### config.mk
export PLATFORM = sky130hd
export DESIGN_NAME = rtwp_cordic
export DESIGN_NICKNAME = d
export VERILOG_FILES = /design/src/rtwp_pkg.sv /design/src/rtwp_cordic.sv
export SDC_FILE = /design/constraint.sdc
export NUM_CORES = 2
export LEC_CHECK = 0
export BUFFER_PORTS_ARGS = -buffer_cell sky130_fd_sc_hd__buf_2
export CAP_MARGIN = 20
export CORE_UTILIZATION = 35
export CTS_BUF_LIST = sky130_fd_sc_hd__clkbuf_8
export CTS_CLUSTER_SIZE = 24
export DETAILED_ROUTE_END_ITERATION = 10
export PLACE_DENSITY = 0.54
export SKIP_CTS_REPAIR_TIMING = 1
export SLEW_MARGIN = 0
export SYNTH_ARGS = -nofsm -noshare
export SYNTH_HDL_FRONTEND = slang
export SYNTH_SLANG_ARGS = --single-unit
### constraint.sdc
create_clock -name clk -period 6.8 [get_ports clk]
set_input_delay 1.02 -clock clk [delete_from_list [all_inputs] [get_ports clk]]
set_output_delay 1.02 -clock clk [all_outputs]
set_load 0.005 [all_outputs]
### src/rtwp_pkg.sv
package rtwp_pkg;

	localparam int TRIG_FRACTION_BITS = 15;
	localparam int CORDIC_STEPS = 16;
	localparam int TAB_LEN = 24;
	localparam int HALF_TURN = 23040;
	localparam int QUARTER_TURN = 11520;
	localparam int FULL_TURN = 46080;
	localparam longint GAIN_Q30 = 64'd652032874;
	localparam int ZW = 34;

	localparam logic [15:0] RESET_RANGE_LIMIT = 16'd4800;
	localparam logic [15:0] RESET_RANGE_MINIMUM = 16'd80;
	localparam logic [15:0] RESET_WIDTH = 16'hffff;

	typedef enum logic [2:0] {
		REG_RANGE_LIMIT = 3'd0,
		REG_RANGE_MINIMUM = 3'd1,
		REG_WIDTH_X = 3'd2,
		REG_WIDTH_Y = 3'd3,
		REG_WIDTH_Z = 3'd4
	} reg_index_t;

	typedef struct packed {
		logic [2:0] mode;
		logic [15:0] distance;
		logic signed [15:0] roll_angle;
		logic signed [15:0] pitch_angle;
		logic signed [15:0] yaw_angle;
		logic [15:0] start_x;
		logic [15:0] start_y;
		logic [15:0] start_z;
	} in_beat_t;

	typedef struct packed {
		logic valid_res;
		logic [15:0] point_x;
		logic [15:0] point_y;
		logic [15:0] point_z;
	} out_beat_t;

	function automatic logic signed [ZW-1:0] atan_entry(input int i);
		logic signed [ZW-1:0] r;
		case (i)
			0: r = 34'sd188743680;
			1: r = 34'sd111421900;
			2: r = 34'sd58872272;
			3: r = 34'sd29884485;
			4: r = 34'sd15000234;
			5: r = 34'sd7507429;
			6: r = 34'sd3754631;
			7: r = 34'sd1877430;
			8: r = 34'sd938729;
			9: r = 34'sd469366;
			10: r = 34'sd234683;
			11: r = 34'sd117342;
			12: r = 34'sd58671;
			13: r = 34'sd29335;
			14: r = 34'sd14668;
			15: r = 34'sd7334;
			16: r = 34'sd3667;
			17: r = 34'sd1833;
			18: r = 34'sd917;
			19: r = 34'sd458;
			20: r = 34'sd229;
			21: r = 34'sd115;
			22: r = 34'sd57;
			23: r = 34'sd29;
			default: r = '0;
		endcase
		return r;
	endfunction

endpackage

### src/rtwp_cordic.sv
module rtwp_cordic #(
	parameter int FRAC = rtwp_pkg::TRIG_FRACTION_BITS,
	parameter int STEPS = rtwp_pkg::CORDIC_STEPS,
	parameter int SIDE = 1
) (
	input logic clk,
	input logic en,
	input logic signed [16:0] angle,
	input logic [SIDE-1:0] side_in,
	output logic [SIDE-1:0] side_out,
	output logic signed [FRAC+2:0] sin_val,
	output logic signed [FRAC+2:0] cos_val
);
	import rtwp_pkg::*;

	localparam int N = (STEPS < TAB_LEN) ? STEPS : TAB_LEN;
	localparam int XW = FRAC + 3;
	localparam logic signed [XW-1:0] X0 =
		XW'((GAIN_Q30 + (64'sd1 <<< (29 - FRAC))) >>> (30 - FRAC));

	logic signed [XW-1:0] x_s [N+1];
	logic signed [XW-1:0] y_s [N+1];
	logic signed [ZW-1:0] z_s [N+1];
	logic flip_s [N+1];
	logic [SIDE-1:0] side_s [N+1];

	logic signed [17:0] a0, a1;
	logic flip0;

	always_comb begin
		a0 = 18'(angle);
		if (a0 > 18'sd23040) a0 = a0 - 18'sd46080;
		if (a0 < -18'sd23040) a0 = a0 + 18'sd46080;
		a1 = a0;
		flip0 = 1'b0;
		if (a0 > 18'sd11520) begin
			a1 = a0 - 18'sd23040;
			flip0 = 1'b1;
		end else if (a0 < -18'sd11520) begin
			a1 = a0 + 18'sd23040;
			flip0 = 1'b1;
		end
	end

	always_ff @(posedge clk) begin
		if (en) begin
			x_s[0] <= X0;
			y_s[0] <= '0;
			z_s[0] <= ZW'(a1) <<< 15;
			flip_s[0] <= flip0;
			side_s[0] <= side_in;
		end
	end

	for (genvar i = 0; i < N; i++) begin : g_step
		always_ff @(posedge clk) begin
			if (en) begin
				if (!z_s[i][ZW-1]) begin
					x_s[i+1] <= x_s[i] - (y_s[i] >>> i);
					y_s[i+1] <= y_s[i] + (x_s[i] >>> i);
					z_s[i+1] <= z_s[i] - atan_entry(i);
				end else begin
					x_s[i+1] <= x_s[i] + (y_s[i] >>> i);
					y_s[i+1] <= y_s[i] - (x_s[i] >>> i);
					z_s[i+1] <= z_s[i] + atan_entry(i);
				end
				flip_s[i+1] <= flip_s[i];
				side_s[i+1] <= side_s[i];
			end
		end
	end

	assign sin_val = flip_s[N] ? -y_s[N] : y_s[N];
	assign cos_val = flip_s[N] ? -x_s[N] : x_s[N];
	assign side_out = side_s[N];
endmodule

==> results.ini <==
[outcome]
status=finished clean

[sta]
fmax_mhz=207
skew_ns=0.0568
fin_crit_ns=4.83
rsz0062_at_grt=false
final_max_slew_viol_count=0
hold_viol_final=0
max_slew_margin=0.285
tns_ns=0
setup_violations=0
tightest_slew_ns=1.07
min_period_over_period=0.710

[clock_network]
clk_latency_ns=0.94
root_buffer=clkbuf_8
cts_htree_levels=4
cts.path.max_buffers=3
cts_buffers=185
cts_sinks=1016
cts_tree=yes
clkTransAtPathRegs_ns=0.06

[grt]
grt_max_degree=167
grt_pass1_wl_mm=276
grt_antenna_before_repair=2
grt_pass1_vias=56500
grt_use_total=0.146
gr-total-overflow=0

[synthesis]
yosysSeqAreaShare=0.389
synth_edf_count=1016
syn_avg_cell_area_um2=10.1
synth_area_leader_cell=edfxtp_1
syn_nets=8817
yosysWarnings=0
ys_seq_elements=1016
synthCells=7765
netlist_top_cells_area=edfxtp_1 (39%), ha_1 (16%), xnor2_1 (8.0%), a21oi_1 (3.8%), nor2_1 (3.5%)
synth_cell_type_count=89
synth_top_area_share=0.389
syn-cell-area_mm2=0.0785
async_flop_share=0
synth_flop_cell=edfxtp_1

[drt]
vias=56900
routed_wl_mm=168
avgViaCountPerCell=5.13
drt_first_pass_iters=6
avgRoutedWirePerCell_um=15.1
detail-route-antenna-nets=0
first_iter_violations=2674
remaining_drc_errors=0

[finish]
area_growth_pct=9.90
fillers=22000
layout_common_cells=edfxtp_1 (1016), ha_1 (986), nor2_1 (733)
fin_nets=9019
drive_above_1_share=0.0571
finalInstanceArea_mm2=0.0863
final_common_cell=edfxtp_1

[die]
die_area_mm2=0.226
fp-row-count=173
dieWidth_um=476
die_y_um=476
ios=57
core_mm2=0.223
initial_utilization=0.353

[worst_setup_path]
cp.arrival_ns=5.57
crit_required_ns=7.54
r2r_end=z_s[5][33]
r2r_slack_ns=2.04
worst_r2r_startpoint=z_s[4][33]
crit_start=angle[10]
reg2reg_depth=14
cp_max_fo=14
crit_end=z_s[0][32]
critPathKind=in -> reg
critPathLaunchType=primary input
cp-end-kind=flip-flop

[placement]
placed_area_mm2=0.0826
place.gp.congestion=0.863
port_buffers=56
dp_hpwl_mm=130

[run]
drv_cap=0

[min_path]
worstHoldPathType=in -> reg
holdPathStages=1

[layout make-up]
cell class | instances | area, um2 | share of cell area
clock buffers | 185 | 2550 | 0.0295
flip-flops and latches | 1016 | 30500 | 0.354
repair buffers | 123 | 828 | 0.00960
multi-input cells | 6227 | 46000 | 0.533
diodes | 6 | 15.0 | 0.000174
inverters | 414 | 1550 | 0.0180
well taps | 2975 | 3720 | 0.0432
clock inverters | 148 | 1090 | 0.0126
[synthesized netlist by cell type, types with 35 or more instances]
cell type,n
nand2b_1,90
or3_1,87
xnor2_1,718
clkbuf_1,82
inv_1,410
o41ai_1,63
xor2_1,262
a21boi_0,39
and3_1,71
o21bai_1,143
a21oi_1,597
nand2_1,363
o31ai_1,81
nor3_1,226
a211oi_1,89
and2_1,51
o211ai_1,40
o21ai_0,388
nand3_1,167
edfxtp_1,1016
nor2b_1,91
nor4_1,35
fa_1,46
nor2_1,733
a21o_1,239
ha_1,986
o21a_1,143
[routing by layer]
layer,global-route usage,up-vias,part of all wire
li1,-,29300,-
met1,0.172,26500,0.44
met2,0.270,779,0.50
met3,0.0224,305,0.030
met4,0.0458,0,0.028
met5,0,-,0
[worst min-delay path by stage]
stage,from,end,slack (ns)
global placement,side_s[0][7],side_s[0][8],0.40
floorplan,flip_s[0][9],flip_s[0][10],0.40
finish,angle[7],z_s[0][22],0.27
global route,angle[7],z_s[0][22],0.16
detailed placement,flip_s[0][3],flip_s[0][4],0.40
CTS,angle[0],z_s[0][15],0.14
[per-stage QoR]
| step | setup slack [ns] | cells | utilization | hold WS [ns] |
|---|---|---|---|---|
| detailed placement | 1.01 | 10800 | 0.371 | 0.405 |
| global placement | 1.00 | 10800 | 0.371 | 0.401 |
| CTS | 1.99 | 11100 | 0.387 | 0.137 |
| floorplan | 1.34 | 7765 | - | 0.400 |
| global route | 1.62 | 11100 | 0.388 | 0.164 |
| finish | 1.97 | 11100 | 0.388 | 0.275 |
[cells by family (layout without fill, tap and decap cells)]
logic type,after synthesis,count (layout),synth area share
XOR/XNOR,983,983,0.110
multiplexers,43,43,0.00568
buffers and inverters,522,870,0.0254
AO/OA/AOI/OAI,2116,2116,0.177
adder cells (fa/ha/maj),1032,1032,0.169
AND/OR/NAND/NOR,2052,2052,0.124
other,1,7,0.0000478
flip-flops,1016,1016,0.389
[worst max-delay path, cell delays in order]
cell     delay [ns]
buf_2          0.26
inv_1          0.14
ha_1           0.21
and4_1         0.18
and4_1         0.26
o31ai_1        0.36
nand2_1        0.22
ha_1           0.27
a21bo_2        0.26
a211o_1        0.29
a211o_1        0.36
a31oi_4        0.38
and2_1         0.24
xnor2_2        0.20
o21ai_0        0.18
a21o_1         0.34
o41ai_1        0.40
[state kept, by name, indices dropped and copies added, names as in the netlist]
register	flops
flip_s	17
side_s	17
x_s	261
y_s	271
z_s	450
Power is not shown: default switching activity piles up to over one toggle a cycle in this logic, so the estimate is an artifact.
